File: config.mk
export PLATFORM = sky130hd
export DESIGN_NAME = ecbc_classify
export DESIGN_NICKNAME = d
export VERILOG_FILES = /design/src/design/ecbc_pkg.sv /design/src/design/ecbc_classify.sv
export SDC_FILE = /design/constraint.sdc
export NUM_CORES = 1
export LEC_CHECK = 0
export ABC_CLOCK_PERIOD_IN_PS = 8600
export BUFFER_PORTS_ARGS = -buffer_cell sky130_fd_sc_hd__buf_2
export CORE_UTILIZATION = 30
export DETAILED_ROUTE_END_ITERATION = 12
export MAX_ROUTING_LAYER = met4
export SLEW_MARGIN = 20
export SYNTH_ARGS = -nofsm -noshare
export SYNTH_HDL_FRONTEND = slang
export SYNTH_SLANG_ARGS = --single-unit
File: constraint.sdc
create_clock -name vclk -period 8.6
set_clock_uncertainty 0.15 [all_clocks]
set_input_delay 0.43 -clock vclk [all_inputs]
set_output_delay 0.43 -clock vclk [all_outputs]
set_load 0.01 [all_outputs]
File: src/design/ecbc_pkg.sv
// Package for the frame bottleneck classifier: types, register codes and constants.
// Used by the top level, the lanes and the merging stage; depends on nothing.
package ecbc_pkg;

    localparam int NUM_AVG      = 7;
    localparam int HINT_CAP     = 16;
    localparam int FULL_PERCENT = 25600;

    // Lane order of the averages.
    localparam int LANE_GPU  = 0;
    localparam int LANE_ALU  = 1;
    localparam int LANE_TEX  = 2;
    localparam int LANE_BW   = 3;
    localparam int LANE_THIT = 4;
    localparam int LANE_L1   = 5;
    localparam int LANE_L2   = 6;

    // Cache efficiency weights in Q0.16.
    localparam logic [15:0] W_TEX = 16'd32768;
    localparam logic [15:0] W_L1  = 16'd19661;
    localparam logic [15:0] W_L2  = 16'd13107;

    typedef enum logic [2:0] {
        CFG_ALPHA     = 3'd0,
        CFG_GPU_LOW   = 3'd1,
        CFG_BW_HIGH   = 3'd2,
        CFG_ALU_HIGH  = 3'd3,
        CFG_THIT_LOW  = 3'd4,
        CFG_DRAW_HIGH = 3'd5
    } t_cfg_idx;

    typedef enum logic [1:0] {
        K_NONE = 2'd0,
        K_CPU  = 2'd1,
        K_BW   = 2'd2,
        K_ALU  = 2'd3
    } t_kind;

    typedef enum logic [1:0] {
        S_IDLE,
        S_UPD,
        S_CLS
    } t_state;

    typedef struct packed {
        logic load;
        logic update;
    } t_lane_ctrl;

    typedef struct packed {
        logic [15:0] alpha;
        logic [14:0] gpu_low;
        logic [14:0] bw_high;
        logic [14:0] alu_high;
        logic [15:0] thit_low;
        logic [23:0] draw_high;
    } t_cfg;

    typedef logic [NUM_AVG-1:0][15:0] t_avg_array;

    typedef struct packed {
        t_kind       kind;
        logic [14:0] score;
        logic [7:0]  hints;
        logic [2:0]  total;
        logic [15:0] eff;
        logic [14:0] bw_press;
        logic [31:0] frames;
    } t_result;

endpackage

File: src/design/ecbc_classify.sv
// Merging stage: scores the bottleneck candidates, raises hints and weighs cache efficiency.
// Depends on ecbc_pkg.
module ecbc_classify (
    input  ecbc_pkg::t_avg_array i_avg,
    input  ecbc_pkg::t_cfg       i_cfg,
    input  logic [23:0]          i_draws,
    input  logic [31:0]          i_frames,
    output ecbc_pkg::t_result    o_res
);
    import ecbc_pkg::*;

    logic [15:0] w_gpu;
    logic [15:0] w_alu;
    logic [15:0] w_bw;
    logic [14:0] w_best;
    logic [14:0] w_cand;
    t_kind       w_kind;
    logic [7:0]  w_mask;
    logic [2:0]  w_cnt;
    logic [2:0]  w_base;
    logic [33:0] w_sum;
    logic [17:0] w_eff;

    always_comb begin
        w_gpu  = i_avg[LANE_GPU];
        w_alu  = i_avg[LANE_ALU];
        w_bw   = i_avg[LANE_BW];
        w_best = '0;
        w_kind = K_NONE;
        w_cand = '0;

        // Candidates in fixed order; only a strictly greater score takes over.
        if (w_gpu < {1'b0, i_cfg.gpu_low}) begin
            w_cand = (w_gpu < 16'(FULL_PERCENT)) ? 15'(16'(FULL_PERCENT) - w_gpu) : '0;
            if (w_cand > w_best) begin
                w_best = w_cand;
                w_kind = K_CPU;
            end
        end
        if (w_bw > {1'b0, i_cfg.bw_high}) begin
            w_cand = w_bw[15] ? 15'h7fff : w_bw[14:0];
            if (w_cand > w_best) begin
                w_best = w_cand;
                w_kind = K_BW;
            end
        end
        if (w_alu > {1'b0, i_cfg.alu_high}) begin
            w_cand = w_alu[15] ? 15'h7fff : w_alu[14:0];
            if (w_cand > w_best) begin
                w_best = w_cand;
                w_kind = K_ALU;
            end
        end

        w_mask = '0;
        w_cnt  = '0;
        w_base = {2'(w_kind) - 2'd1, 1'b0};
        if (w_kind != K_NONE) begin
            if (int'(w_cnt) < HINT_CAP) begin
                w_mask[w_base] = 1'b1;
                w_cnt          = w_cnt + 3'd1;
            end
            if (int'(w_cnt) < HINT_CAP) begin
                w_mask[w_base + 3'd1] = 1'b1;
                w_cnt                 = w_cnt + 3'd1;
            end
        end
        if ((i_avg[LANE_THIT] < i_cfg.thit_low) && (int'(w_cnt) < HINT_CAP)) begin
            w_mask[6] = 1'b1;
            w_cnt     = w_cnt + 3'd1;
        end
        if ((i_draws > i_cfg.draw_high) && (int'(w_cnt) < HINT_CAP)) begin
            w_mask[7] = 1'b1;
            w_cnt     = w_cnt + 3'd1;
        end

        w_sum = 34'(i_avg[LANE_THIT]) * 34'(W_TEX) + 34'(i_avg[LANE_L1]) * 34'(W_L1)
              + 34'(i_avg[LANE_L2]) * 34'(W_L2) + 34'd32768;
        w_eff = w_sum[33:16];

        o_res.kind     = w_kind;
        o_res.score    = w_best;
        o_res.hints    = w_mask;
        o_res.total    = w_cnt;
        o_res.eff      = (w_eff > 18'd65535) ? 16'hffff : w_eff[15:0];
        o_res.bw_press = w_bw[15] ? 15'h7fff : w_bw[14:0];
        o_res.frames   = i_frames;
    end

endmodule

Word-level counts from Yosys, hierarchy flattened:

Index checks and enable logic that the tools add are counted.

* logic and storage cells: 57
* register bits: 0
* output and inout port bits: 91
* bits of input ports: 269

* mux-type cells: 28
* $add $sub $neg: 9
* multiply operators: 2
* bitwise operators: 1
* reduce and logical (&&, ||, !) cells: 3
* order comparisons: 14

Operator list (number)
* $mux W15: 9
* $add A33 B16 Y34 const B: 1
* $add A32 B30 Y33: 1
* $add A31 B31 Y32: 1
* $gt A16 B15 Y1: 2
* $mul A16 B15 Y31 const B: 1
* $gt A15 B15 Y1: 2
* $mul A16 B14 Y30 const B: 1
* $gt A24 B24 Y1: 1
* $gt A18 B16 Y1 const B: 1
* $lt A16 B15 Y1: 1
* $lt A16 B15 Y1 const B: 1
* $lt A16 B16 Y1: 1
* $mux W16: 1
* $mux W8: 2
* $gt A15 B1 Y1 const B: 1
* $sub A15 B15 Y15 const A: 1
* $add A3 B1 Y3 const B: 4
* $mux W3: 4
* $mux W2: 5
* $lt A3 B4 Y1 const B: 2
* $or A8 B8 Y8: 1
* $ge A3 B1 Y1 const B: 2
* $mux W1: 5
* 5 further kinds: 6

Longest topological paths before layout:

* depth after elaboration: 20
* depth in mapped cells: 30
* mapped depth without buffers: 27

Least setup slack after synthesis:

No wires, ideal clock.

* kind: input-to-output
* start: input port i_cfg[79] in the netlist's numbering
* end: output port o_res[64] in the netlist's numbering
* data arrival time: 6.899 ns
* data required time: 8.020 ns
* slack: 1.121 ns
* cell stages on the path: 30
* path buffers: 4
* cell sequence: inv_1 > ha_1 > a211oi_1 > o21a_1 > o211ai_1 > a31o_2 > or2_2 > a31oi_1 > buf_2 > nand2_1 > ha_1 > a21o_1 > a21o_1 > a211o_1 > a221oi_1 > a211o_1 > clkbuf_1 > buf_2 > clkbuf_1 > nor2_1 > a31oi_1 > ha_1 > nand3_1 > nand2_1 > a221o_1 > o311ai_0 > nand2_1 > or2_1 > ha_1 > mux2_2

RTL lines
* from (decl): RTL line ecbc_classify.sv:5 `input ecbc_pkg::t_cfg i_cfg,`
* to (decl): RTL line ecbc_classify.sv:8 `output ecbc_pkg::t_result o_res`

==> flow_summary.yaml <==
status:
  status: "completed"
die:
  coreArea_um2: 44300
  pin_count: 360
  start_util_pct: 30.4
  die_h_um: 214
  dieArea_um2: 45800
  fp-row-count: 77
  die_width_um: 214
placement:
  gp_congestion: 0.990
  place_ws_ps: 646
  dpl.hpwl_mm: 37.5
  portBuffers: 264
  place_inst: 2378
timing:
  slew_violations: 0
  setup_viol: 0
  fmax_mhz: 126
  finalHoldViolCount: 0
  layout_setup_ws_ps: 654
  finalCriticalPeriod_ps: 7950
  slew-limit-headroom_pct: 58.9
  rsz0062_at_grt: "no"
  fin_crit_sh_pct: 92.4
  finalSetupTns_ps: 0
  worstMarginPinSlew_ps: 609
final_layout:
  nFillCells: 4704
  clockBufferCount: 0
  register_area_um2: 0
  drive_above_1_share_pct: 17.1
  diodes: 0
  area_growth_pct: 13.1
  fin_cells: 2378
  seq_cell_count: 0
  num-nets-final: 2607
critical_path:
  crit_required_ps: 8020
  end_kind: "output pin"
  critPathKind: "input port to output pin"
  cpPeakStageDelay_ps: 580
  critPathSlowestCell: "fa_1"
  crit_arrival_ps: 7370
  crit_path_max_fanout: 4
  cp-start-kind: "input port"
  cpMostUsedCell: "fa_1"
synthesis:
  synth_common_cells: "inv_1, ha_1, fa_1, nor2_1, a21oi_1"
  synth_top_area_share_pct: 31.8
  yosysWarningCount: 0
  synth_most_common_cell: "inv_1"
  syn_avg_cell_area_um2: 8.61
  syn-num-nets: 2386
  synth_top_area_cell: "ha_1"
  yosys-top-cells-area: "ha_1, fa_1, inv_1"
  netlist_instances: 1567
  ys_types: 58
  synth-seq-area-share_pct: 0
  syn_area_um2: 13500
detailed_routing:
  first_pass_iters: 5
  drc: 0
  drtIter0Drc: 397
  vias_per_cell: 4.68
  ant_nets: 0
  drt_wl_total_mm: 39.4
  dr_total_vias: 11100
  wl_per_cell_um: 16.6
global_routing:
  first_global_vias: 12100
  grt_antenna_before_repair: 2
  grt_max_degree: 23
  overflow: 0
  grt_pass1_wl_mm: 63.9
  grt_usage_pct: 18.1
cts:
  postCtsHoldBufs: 0
  cts_setup_buffers: 0
  cts_resized: 0
min_path:
  holdCritPathClass: "input port to output pin"
job:
  max_cap_viol_count: 0
[layout by cell type, fill, tap and decap left out, types with 6 or more instances in the layout]
master / instances
xor2_1: 13
and3_1: 7
or2_2: 21
mux2_2: 8
nand2_1: 45
nor2_1: 62
nand2b_1: 12
o21a_1: 11
a211oi_1: 13
o21ai_0: 38
o21bai_1: 8
nor3_1: 11
xnor2_1: 14
nor2b_1: 6
a21o_1: 33
fa_1: 207
ha_1: 343
nand4_1: 16
buf_2: 264
inv_1: 495
a21oi_1: 52
nand3_1: 22
a31oi_1: 15
[cell families after synthesis]
family,synth area share [%]
compound gates,10.5
xor+xnor,1.75
fa+ha+maj,62.5
buf+inv,16.2
mux,0.742
simple gates,8.33
[stage by stage]
stage          instance area [um2]  util [%]  hold slack, ps
2_1_floorplan                13500         -             802
3_3_place_gp                 15300      34.4             710
3_5_place_dp                 15300      34.4             710
4_1_cts                      15300      34.4             710
5_1_grt                      15300      34.4             710
6_report                     15300      34.4             710
[critical path, delay by kind of cell]
family	cells	cell delay, ps
adder cells (fa/ha/maj)	9	4490
AO/OA/AOI/OAI	3	1150
buffers and inverters	8	730
AND/OR/NAND/NOR	4	390
XOR/XNOR	1	160
[cell type report]
cell class / count / area, um2 / share of cell area, %
Timing Repair Buffer: 268 / 1350 / 8.85
Inverter: 495 / 1860 / 12.2
Multi-Input combinational cell: 1023 / 11300 / 74.1
Tap cell: 592 / 741 / 4.85
[path summary, 6_finish.rpt]
| check | slack, ps | start | cells after the start | to |
|---|---|---|---|---|
| setup / recovery | 650 | i_avg[95] | 25 | o_res[61] |
| hold / removal | 710 | i_frames[23] | 0 | o_res[23] |
[routing by layer]
| layer | track usage, % | vias up | share of wire (%) | wire, um |
|---|---|---|---|---|
| li1 | - | 5381 | - | - |
| met1 | 23.4 | 5428 | 45 | 17700 |
| met2 | 31.8 | 295 | 50 | 19700 |
| met3 | 0.809 | 36 | 3.5 | 1400 |
| met4 | 2.43 | 0 | 1.6 | 641 |
| met5 | - | - | 0 | 0 |
Power is left out: the tool's default activity adds up to more than one toggle a clock period on the data nets, which glitch-free logic cannot reach.
