$ cat src/design/ecbc_pkg.sv
// Package for the frame bottleneck classifier: types, register codes and constants.
// Used by the top level, the lanes and the merging stage; depends on nothing.
package ecbc_pkg;

    localparam int NUM_AVG      = 7;
    localparam int HINT_CAP     = 16;
    localparam int FULL_PERCENT = 25600;

    // Lane order of the averages.
    localparam int LANE_GPU  = 0;
    localparam int LANE_ALU  = 1;
    localparam int LANE_TEX  = 2;
    localparam int LANE_BW   = 3;
    localparam int LANE_THIT = 4;
    localparam int LANE_L1   = 5;
    localparam int LANE_L2   = 6;

    // Cache efficiency weights in Q0.16.
    localparam logic [15:0] W_TEX = 16'd32768;
    localparam logic [15:0] W_L1  = 16'd19661;
    localparam logic [15:0] W_L2  = 16'd13107;

    typedef enum logic [2:0] {
        CFG_ALPHA     = 3'd0,
        CFG_GPU_LOW   = 3'd1,
        CFG_BW_HIGH   = 3'd2,
        CFG_ALU_HIGH  = 3'd3,
        CFG_THIT_LOW  = 3'd4,
        CFG_DRAW_HIGH = 3'd5
    } t_cfg_idx;

    typedef enum logic [1:0] {
        K_NONE = 2'd0,
        K_CPU  = 2'd1,
        K_BW   = 2'd2,
        K_ALU  = 2'd3
    } t_kind;

    typedef enum logic [1:0] {
        S_IDLE,
        S_UPD,
        S_CLS
    } t_state;

    typedef struct packed {
        logic load;
        logic update;
    } t_lane_ctrl;

    typedef struct packed {
        logic [15:0] alpha;
        logic [14:0] gpu_low;
        logic [14:0] bw_high;
        logic [14:0] alu_high;
        logic [15:0] thit_low;
        logic [23:0] draw_high;
    } t_cfg;

    typedef logic [NUM_AVG-1:0][15:0] t_avg_array;

    typedef struct packed {
        t_kind       kind;
        logic [14:0] score;
        logic [7:0]  hints;
        logic [2:0]  total;
        logic [15:0] eff;
        logic [14:0] bw_press;
        logic [31:0] frames;
    } t_result;

endpackage

$ cat src/design/ecbc_ema_lane.sv
// One moving-average lane: multiplies alpha by the distance to the sample, then steps the average.
// Depends on ecbc_pkg.
module ecbc_ema_lane (
    input  logic                 i_clk,
    input  logic                 i_rst_n,
    input  ecbc_pkg::t_lane_ctrl i_ctrl,
    input  logic [15:0]          i_alpha,
    input  logic [15:0]          i_sample,
    output logic [15:0]          o_avg
);
    import ecbc_pkg::*;

    logic [15:0] r_avg;
    logic [15:0] n_avg;
    logic [31:0] r_prod;
    logic        r_rise;
    logic        w_rise;
    logic [15:0] w_diff;
    logic [16:0] w_step;

    always_comb begin
        w_rise = (i_sample >= r_avg);
        w_diff = w_rise ? (i_sample - r_avg) : (r_avg - i_sample);
        // Round to nearest, ties away from zero, on the magnitude.
        w_step = 17'(({1'b0, r_prod} + 33'd32768) >> 16);
        n_avg  = r_rise ? (r_avg + w_step[15:0]) : (r_avg - w_step[15:0]);
    end

    always_ff @(posedge i_clk) begin
        if (i_ctrl.load) begin
            r_prod <= i_alpha * w_diff;
            r_rise <= w_rise;
        end
    end

    always_ff @(posedge i_clk) begin
        if (!i_rst_n) begin
            r_avg <= '0;
        end else if (i_ctrl.update) begin
            r_avg <= n_avg;
        end
    end

    assign o_avg = r_avg;

endmodule

$ cat config.mk
export PLATFORM = sky130hd
export DESIGN_NAME = ecbc_ema_lane
export DESIGN_NICKNAME = d
export VERILOG_FILES = /design/src/design/ecbc_pkg.sv /design/src/design/ecbc_ema_lane.sv
export SDC_FILE = /design/constraint.sdc
export NUM_CORES = 1
export LEC_CHECK = 0
export BUFFER_PORTS_ARGS = -buffer_cell sky130_fd_sc_hd__buf_2
export CAP_MARGIN = 10
export CORE_UTILIZATION = 60
export DETAILED_ROUTE_END_ITERATION = 16
export PLACE_DENSITY = 0.78
export SYNTH_ARGS = -nofsm -noshare
export SYNTH_HDL_FRONTEND = slang
export SYNTH_SLANG_ARGS = --single-unit
$ cat constraint.sdc
create_clock -name i_clk -period 10.05 [get_ports i_clk]
set_input_delay 1.005 -clock i_clk [delete_from_list [all_inputs] [get_ports i_clk]]
set_output_delay 1.005 -clock i_clk [all_outputs]
set_load 0.01 [all_outputs]
# Yosys cells after proc, flatten, opt, wreduce, memory -nomap -nowiden
# Index checks and enable logic that the tools add are counted.
# word_totals
in_bits	36
word_cells	12
output_inout_bits	16
regBits	49
# classes
mul	1
n_lt_le_gt_ge	1
n_mux	2
n_addsub	5
# ops
cell	n
16-bit subtractor	3
32-bit by 16-bit adder with 32-bit output, second input constant	1
16-bit by 16-bit multiplier with 32-bit output	1
16-bit two-way mux	2
16-bit adder	1
16-bit >= comparator	1

# Longest topological paths before layout
# Gate-level depths: netlist of run 1.
# depth
depth_word	3
mapped_depth	39
ltp_nobuf	37

# Worst setup path before layout of run 1
# Ideal clock, no wire load.
# synth_timing
path_type	input port to flip-flop
startpoint	input i_sample[0]
endpoint	register r_prod[31], data pin
n_path_buf	2
path_slack_ns	1.165
setup_ns	0.266
cell_stages	36
required_ns	9.784
t_arrival_ns	8.619
path_cell_list	inv_1 ha_1 inv_1 fa_1 nand3_1 a31oi_1 o21ai_2 a21oi_2 nor2_2 inv_4 a211oi_1 o311ai_4 a41oi_2 o221a_1 buf_4 buf_6 mux2i_1 fa_1 fa_1 fa_1 fa_1 fa_1 inv_1 fa_1 inv_1 ha_1 a21o_1 a21o_1 a21o_1 a211oi_1 a21o_1 a31o_2 o21ai_1 nor2b_1 o41ai_1 xnor2_1
# synth_via
elab_chain_cells	3
elab_cells_between_ends	5
classes_between	2 x add/sub; 1 x mul; 1 x order compare; 1 x mux
# synth_lines
item	line	source
start: declaration	ecbc_ema_lane.sv:8	input logic [15:0] i_sample,
16-bit subtractor / 16-bit >= comparator (equally long branches)	ecbc_ema_lane.sv:23, ecbc_ema_lane.sv:22	
16-bit two-way mux (*)	ecbc_ema_lane.sv:23	w_diff = w_rise ? (i_sample - r_avg) : (r_avg - i_sample);
16-bit by 16-bit multiplier with 32-bit output (*)	ecbc_ema_lane.sv:31	r_prod <= i_alpha * w_diff;
end signal: assignment	ecbc_ema_lane.sv:31	
end: declaration	ecbc_ema_lane.sv:15	logic [31:0] r_prod;
# Mark *: on every way between the ends. The rest lies on a longest branch, timed or not.
# A chain may end at the register's enable or synchronous reset.

# Worst setup path in the final report of run 1
# Ends and elaborated chain as after synthesis.

==> run_summary.xml, run 1 <==
<?xml version="1.0" encoding="UTF-8"?>
<metrics>
  <group name="routing">
    <metric name="drt_first_pass_iters" unit="">4</metric>
    <metric name="routed_via_density" unit="">5.700</metric>
    <metric name="route.vias.total" unit="">9816</metric>
    <metric name="drt_iter0_drc" unit="">522</metric>
    <metric name="finalWirelength" unit="µm">29580</metric>
    <metric name="drt-wirelength-per-cell" unit="µm">17.18</metric>
    <metric name="route.detailed.drc" unit="">0</metric>
    <metric name="antenna_left" unit="">0</metric>
  </group>
  <group name="critical_path">
    <metric name="master_of_the_slowest_instance_on_the_critical_path" unit="">sky130_fd_sc_hd__xnor2_1</metric>
    <metric name="timing.critical_path.to_type" unit="">flop</metric>
    <metric name="worst_ep_required_time" unit="ns">10.08</metric>
    <metric name="timing_worst_setup_path_type" unit="">input port to flop</metric>
    <metric name="timing.critical_path.fanout_max" unit="">13</metric>
    <metric name="cp_slowest_stage_delay" unit="ns">0.98</metric>
    <metric name="crit_path_start_kind" unit="">input port</metric>
    <metric name="critical_path_arrival" unit="ns">9.57</metric>
    <metric name="cpMostUsedCell" unit="">sky130_fd_sc_hd__fa_1</metric>
  </group>
  <group name="floorplanning">
    <metric name="fp.dieW" unit="µm">145.6</metric>
    <metric name="die_h" unit="µm">145.6</metric>
    <metric name="placementRows" unit="">52</metric>
    <metric name="design.core.area" unit="µm²">20230</metric>
    <metric name="initial_utilization" unit="">0.6114</metric>
    <metric name="i_o_pins" unit="">52</metric>
    <metric name="fp.dieArea" unit="µm²">21200</metric>
  </group>
  <group name="logic_synthesis">
    <metric name="yosys_warnings" unit="">0</metric>
    <metric name="synth_area_leader_cell" unit="">sky130_fd_sc_hd__fa_1</metric>
    <metric name="postSynthNetCount" unit="">1809</metric>
    <metric name="post_synth_main_area_contributors" unit="">sky130_fd_sc_hd__fa_1 (32%), sky130_fd_sc_hd__ha_1 (15%), sky130_fd_sc_hd__inv_1 (8.0%), sky130_fd_sc_hd__nand2_1 (4.7%), sky130_fd_sc_hd__edfxtp_1 (4.4%)</metric>
    <metric name="synth_flop_type" unit="">sky130_fd_sc_hd__edfxtp_1</metric>
    <metric name="number_of_enable_type_register_cells_in_the_synthesized_netlist" unit="">18</metric>
    <metric name="post_synth.cell_area_avg" unit="µm²">8.663</metric>
    <metric name="async_reset_ff_frac" unit="">0</metric>
    <metric name="synth_top_area_share" unit="">0.3172</metric>
    <metric name="synth-seq-area-share" unit="">0.06959</metric>
    <metric name="synth_area" unit="µm²">12370</metric>
    <metric name="yosys_register_bits" unit="">34</metric>
    <metric name="postSynthCellCount" unit="">1428</metric>
    <metric name="synthDistinctLibCells" unit="">72</metric>
  </group>
  <group name="clock_network">
    <metric name="clock_sink_count" unit="">34</metric>
    <metric name="tritoncts_clock_tree" unit="">done</metric>
    <metric name="cts_buffers" unit="">5</metric>
    <metric name="clockBufferDepth" unit="">2</metric>
    <metric name="htreeDepth" unit="">2</metric>
    <metric name="cts_root_buffer" unit="">sky130_fd_sc_hd__clkbuf_16</metric>
    <metric name="clock_latency" unit="ns">0.29</metric>
    <metric name="cts.clk_slew.worst_paths" unit="ns">0.06</metric>
    <metric name="postCtsSetupRepairBufs" unit="">0</metric>
    <metric name="hold_buffer_count_at_cts" unit="">0</metric>
    <metric name="cts_resized" unit="">0</metric>
  </group>
  <group name="global_routing">
    <metric name="antenna_found_initial" unit="">0</metric>
    <metric name="number_of_global_route_vias_before_repair" unit="">10630</metric>
    <metric name="grt-ovfl-total" unit="">0</metric>
    <metric name="grt_start_max_net_pins" unit="">33</metric>
    <metric name="grt.total_usage" unit="">0.2981</metric>
    <metric name="grt_pass1_wl" unit="µm">50800</metric>
  </group>
  <group name="sta">
    <metric name="hold_slack" unit="ns">0.5820</metric>
    <metric name="worstMarginPinSlew" unit="ns">1.263</metric>
    <metric name="final_hold_fails" unit="">0</metric>
    <metric name="setup_viol_count_final" unit="">0</metric>
    <metric name="final.setup_skew" unit="ns">0.005019</metric>
    <metric name="final.min_clock_period" unit="ns">9.542</metric>
    <metric name="worst_slack" unit="ns">0.5083</metric>
    <metric name="drv_slew" unit="">0</metric>
    <metric name="slew_headroom" unit="">0.1518</metric>
    <metric name="setup_tns" unit="ns">0</metric>
    <metric name="rsz0062_at_grt" unit="">false</metric>
    <metric name="fin_crit_sh" unit="">0.9494</metric>
    <metric name="fmax" unit="MHz">104.8</metric>
  </group>
  <group name="finish">
    <metric name="syn_to_final_growth" unit="%">5.694</metric>
    <metric name="final-seq-area" unit="µm²">860.8</metric>
    <metric name="final.fill_count" unit="">1766</metric>
    <metric name="area_of_combinational_cells_with_multiple_inputs" unit="µm²">10270</metric>
    <metric name="insertedDiodeCount" unit="">0</metric>
    <metric name="final_nets" unit="">1832</metric>
    <metric name="post_route_cells_drive_above_1_share" unit="">0.06818</metric>
  </group>
  <group name="placed_design">
    <metric name="dp_slack" unit="ns">0.2451</metric>
    <metric name="detailed_place_hpwl" unit="µm">23500</metric>
    <metric name="global_placer_s_final_weighted_congestion" unit="">0.9041</metric>
    <metric name="number_of_buffers_added_on_ports" unit="">51</metric>
  </group>
  <group name="hold_path">
    <metric name="timing.hold.worst.class" unit="">flop to flop</metric>
  </group>
  <group name="flow_run">
    <metric name="cap_viol_max_count" unit="">0</metric>
  </group>
  <group name="outcome">
    <metric name="run_status" unit="">completed</metric>
  </group>
</metrics>
-- synthesized netlist by cell type, drive strengths merged (3+ instances only) --
cell type and instances:
o21ai 25, nor3 22, a41oi 3, inv 265
mux2i 28, xor2 13, edfxtp 18, nor4b 4
fa 196, and2 74, buf 14, nor2 42
a31oi 9, or3 6, o21bai 11, xnor2 56
clkbuf 42, nand4 8, ha 149, o21a 12
a21o 23, nand3 28, nor4 4, a21oi 43
nor2b 46, mux2 8, o41ai 4, nand2b 37
nand3b 3, dfxtp 16, a211oi 13, o211ai 3
and3 17, nand2 156
-- cells by family (layout without fill, tap and decap cells) --
| logic type | Yosys count | count (layout) | share of synthesized area |
|---|---|---|---|
| AOI/OAI and AO/OA | 169 | 169 | 0.09528 |
| xor gates and xnor gates | 69 | 69 | 0.04885 |
| adders and majority gates | 345 | 345 | 0.4679 |
| buffers and inverters | 321 | 345 | 0.1000 |
| DFF | 34 | 34 | 0.06959 |
| muxes | 36 | 36 | 0.02994 |
| and+or+nand+nor | 454 | 454 | 0.1884 |
-- cell type report --
class	instances	area share
multi-input cells	1073	0.7857
repair buffers	72	0.03158
clock inverters	3	0.005263
flip-flops and latches	34	0.06584
clock buffers	5	0.009569
inverters	265	0.07627
well taps	270	0.02584
-- sequential cells by signal, summed over array words and instances, names as in the netlist --
register	flops
r_rise	1
o_avg	16
r_prod	17
-- critical path, delay by kind of cell --
kind	cells	cell delay (ns)
XOR/XNOR	2	1.11
adder cells (fa/ha/maj)	9	3.56
buffers and inverters	9	0.98
multiplexers	1	0.12
AO/OA/AOI/OAI	11	2.15
AND/OR/NAND/NOR	4	0.62
-- metrics by stage --
step	util	cells	instance area, µm²
final	0.6462	1722	13080
after floorplan	-	1428	12370
after global routing	0.6462	1722	13080
after global placement	0.6366	1714	12880
after CTS	0.6462	1722	13080
after detailed placement	0.6366	1714	12880
-- placed cells by master, fill, tap and decap left out, types with 12 or more instances in the layout --
cell,count
sky130_fd_sc_hd__o21a_1,12
sky130_fd_sc_hd__fa_1,196
sky130_fd_sc_hd__nor2_1,41
sky130_fd_sc_hd__nand2_1,156
sky130_fd_sc_hd__mux2i_1,28
sky130_fd_sc_hd__buf_4,21
sky130_fd_sc_hd__and3_1,16
sky130_fd_sc_hd__and2_1,74
sky130_fd_sc_hd__nand3_1,28
sky130_fd_sc_hd__o21ai_0,17
sky130_fd_sc_hd__xnor2_1,56
sky130_fd_sc_hd__nor3_1,22
sky130_fd_sc_hd__nor2b_1,46
sky130_fd_sc_hd__buf_2,51
sky130_fd_sc_hd__ha_1,149
sky130_fd_sc_hd__edfxtp_1,18
sky130_fd_sc_hd__dfxtp_1,16
sky130_fd_sc_hd__inv_1,264
sky130_fd_sc_hd__xor2_1,13
sky130_fd_sc_hd__a21o_1,23
sky130_fd_sc_hd__nand2b_1,37
sky130_fd_sc_hd__a21oi_1,42
-- path summary, 6_finish.rpt --
kind	slack [ns]	cells past startpoint	startpoint	endpoint
setup / recovery	0.51	36	i_sample[0]	r_prod[31]
hold reg to reg	0.58	2	o_avg[0]	o_avg[0]
hold / removal	0.58	2	o_avg[0]	o_avg[0]
setup reg to reg	0.88	33	o_avg[1]	r_prod[31]
-- per-layer routing --
metal / up-vias / share of wire / global-route usage / wire [µm]
li1: 4583 / - / - / -
met1: 4886 / 0.42 / 0.3685 / 12320
met2: 265 / 0.50 / 0.5382 / 14930
met3: 82 / 0.043 / 0.03260 / 1279
met4: 0 / 0.035 / 0.1074 / 1049
met5: - / 0 / 0 / 0
Power of run 1 is left out: the tool's default activity adds up to more than one toggle a clock period on the data nets, which glitch-free logic cannot reach.
==> run 2, diff against run 1 <==
Clock period 10.05 ns to 11.8 ns, I/O delays scaled along.
==> run 2 against run 1 <==
Effect of this change: die area unchanged; register-to-register slack improved by 1.1 ns; first-iteration DRC count fell by 3.1%; sequential cell count unchanged; critical path depth decreased by 1; worst setup slack improved by 0.94 ns; non-clock buffer count shrank 6; via count decreased by 0.53%; critical endpoint unchanged; largest cell class unchanged.
==> run_summary.xml, run 2 (same netlist as run 1, synthesis figures left out) <==
<?xml version="1.0" encoding="UTF-8"?>
<metrics>
  <group name="outcome">
    <metric name="run_status" unit="">completed</metric>
  </group>
  <group name="finish">
    <metric name="largest-register" unit="">r_prod</metric>
    <metric name="most-common-layout-cells" unit="">sky130_fd_sc_hd__inv_1 (264), sky130_fd_sc_hd__fa_1 (196), sky130_fd_sc_hd__nand2_1 (156)</metric>
    <metric name="most_frequent_standard_cell_in_the_layout_excluding_fill_and_tap_cells" unit="">sky130_fd_sc_hd__inv_1</metric>
    <metric name="syn_to_final_growth" unit="%">4.956</metric>
    <metric name="insertedDiodeCount" unit="">0</metric>
    <metric name="final_nets" unit="">1826</metric>
    <metric name="post_route_cells_drive_above_1_share" unit="">0.06362</metric>
    <metric name="max_ffs_per_register" unit="">17</metric>
  </group>
  <group name="sta">
    <metric name="drv_slew" unit="">0</metric>
    <metric name="setup_viol_count_final" unit="">0</metric>
    <metric name="slew_headroom" unit="">0.2645</metric>
    <metric name="setup_tns" unit="ns">0</metric>
    <metric name="rsz0062_at_grt" unit="">false</metric>
    <metric name="fmax" unit="MHz">96.56</metric>
    <metric name="worstMarginPinSlew" unit="ns">1.099</metric>
    <metric name="final.min_clock_period" unit="ns">10.36</metric>
    <metric name="fin_crit_sh" unit="">0.8777</metric>
    <metric name="final.setup_skew" unit="ns">0.007351</metric>
    <metric name="final_hold_fails" unit="">0</metric>
  </group>
  <group name="floorplanning">
    <metric name="initial_utilization" unit="">0.6114</metric>
    <metric name="placementRows" unit="">52</metric>
    <metric name="fp.dieW" unit="µm">145.6</metric>
    <metric name="design.core.area" unit="µm²">20230</metric>
    <metric name="die_h" unit="µm">145.6</metric>
    <metric name="fp.dieArea" unit="µm²">21200</metric>
    <metric name="i_o_pins" unit="">52</metric>
  </group>
  <group name="critical_path">
    <metric name="critical_path_arrival" unit="ns">10.38</metric>
    <metric name="crit_path_start_kind" unit="">input port</metric>
    <metric name="timing.critical_path.fanout_max" unit="">17</metric>
    <metric name="worst_ep_required_time" unit="ns">11.83</metric>
    <metric name="timing_worst_setup_path_type" unit="">input port to flop</metric>
    <metric name="r2r_cells" unit="">32</metric>
    <metric name="cp_slowest_stage_delay" unit="ns">0.88</metric>
    <metric name="timing.critical_path.to_type" unit="">flop</metric>
    <metric name="cpMostUsedCell" unit="">sky130_fd_sc_hd__fa_1</metric>
    <metric name="master_of_the_slowest_instance_on_the_critical_path" unit="">sky130_fd_sc_hd__xor2_1</metric>
  </group>
  <group name="routing">
    <metric name="antenna_left" unit="">0</metric>
    <metric name="finalWirelength" unit="µm">28560</metric>
    <metric name="drt-wirelength-per-cell" unit="µm">16.64</metric>
    <metric name="drt_iter0_drc" unit="">506</metric>
    <metric name="route.vias.total" unit="">9764</metric>
    <metric name="route.detailed.drc" unit="">0</metric>
    <metric name="drt_first_pass_iters" unit="">5</metric>
    <metric name="routed_via_density" unit="">5.690</metric>
  </group>
  <group name="clock_network">
    <metric name="htreeDepth" unit="">2</metric>
    <metric name="cts.clk_slew.worst_paths" unit="ns">0.05</metric>
    <metric name="postCtsSetupRepairBufs" unit="">0</metric>
    <metric name="cts_buffers" unit="">5</metric>
    <metric name="cts_root_buffer" unit="">sky130_fd_sc_hd__clkbuf_16</metric>
    <metric name="cts_resized" unit="">0</metric>
    <metric name="hold_buffer_count_at_cts" unit="">0</metric>
    <metric name="clock_sink_count" unit="">34</metric>
    <metric name="clockBufferDepth" unit="">2</metric>
    <metric name="tritoncts_clock_tree" unit="">done</metric>
    <metric name="clock_latency" unit="ns">0.29</metric>
  </group>
  <group name="flow_run">
    <metric name="cap_viol_max_count" unit="">0</metric>
  </group>
  <group name="hold_path">
    <metric name="min_path_cells" unit="">2</metric>
    <metric name="timing.hold.worst.class" unit="">flop to flop</metric>
  </group>
  <group name="global_routing">
    <metric name="number_of_global_route_vias_before_repair" unit="">10200</metric>
    <metric name="grt_start_max_net_pins" unit="">36</metric>
    <metric name="grt-ovfl-total" unit="">0</metric>
    <metric name="antenna_found_initial" unit="">0</metric>
    <metric name="grt.total_usage" unit="">0.2884</metric>
    <metric name="grt_pass1_wl" unit="µm">49200</metric>
  </group>
  <group name="placed_design">
    <metric name="number_of_buffers_added_on_ports" unit="">51</metric>
    <metric name="global_placer_s_final_weighted_congestion" unit="">0.9489</metric>
    <metric name="detailed_place_hpwl" unit="µm">22930</metric>
  </group>
</metrics>
run 2: cell types whose count changed in the layout (fill, tap and decap cells not counted):
cell / change
sky130_fd_sc_hd__bufinv_16: -2
sky130_fd_sc_hd__clkinv_2: +1
sky130_fd_sc_hd__clkinv_4: -1
sky130_fd_sc_hd__clkbuf_1: +1
sky130_fd_sc_hd__clkbuf_8: +1
sky130_fd_sc_hd__buf_4: -6
run 2: cell type report:
type / instances / area, µm²
Clock buffer: 7 / 142.6
Clock inverter: 1 / 5.005
Fill cell: 1733 / 7251
Inverter: 265 / 997.2
Multi-Input combinational cell: 1073 / 10270
Sequential cell: 34 / 860.8
Tap cell: 270 / 337.8
Timing Repair Buffer: 66 / 367.9
run 2: per-layer routing:
metal	global-route usage	up-vias	wire length, µm
li1	-	4571	-
met1	0.3730	4910	12290
met2	0.5171	236	14460
met3	0.03135	47	1223
met4	0.07000	0	584
met5	0	-	0
run 2: worst max-delay path, delay by kind of cell:
kind | cells | cell delay (ns)
AO/OA/AOI/OAI | 13 | 2.77
AND/OR/NAND/NOR | 4 | 0.99
XOR/XNOR | 2 | 0.99
adder cells (fa/ha/maj) | 9 | 3.89
buffers and inverters | 7 | 0.58
run 2: final timing paths:
kind / startpoint / to / slack, ns
hold / removal: o_avg[10] / o_avg[10] / 0.59
hold reg to reg: o_avg[10] / o_avg[10] / 0.59
setup reg to reg: o_avg[1] / r_prod[31] / 1.99
setup / recovery: i_sample[0] / r_prod[31] / 1.44
run 2: per-stage QoR:
stage / setup WS, ns / utilization / cell area (µm²) / hold slack [ns] / instances
2_1_floorplan: 2.740 / - / 12370 / 0.5737 / 1428
3_3_place_gp: 1.583 / 0.6344 / 12840 / 0.5703 / 1708
3_5_place_dp: 1.285 / 0.6344 / 12840 / 0.5820 / 1708
5_1_grt: 0.9729 / 0.6417 / 12980 / 0.6237 / 1716
4_1_cts: 1.542 / 0.6417 / 12980 / 0.5922 / 1716
6_report: 1.444 / 0.6417 / 12980 / 0.5933 / 1716
Power of run 2 is left out for the same reason.
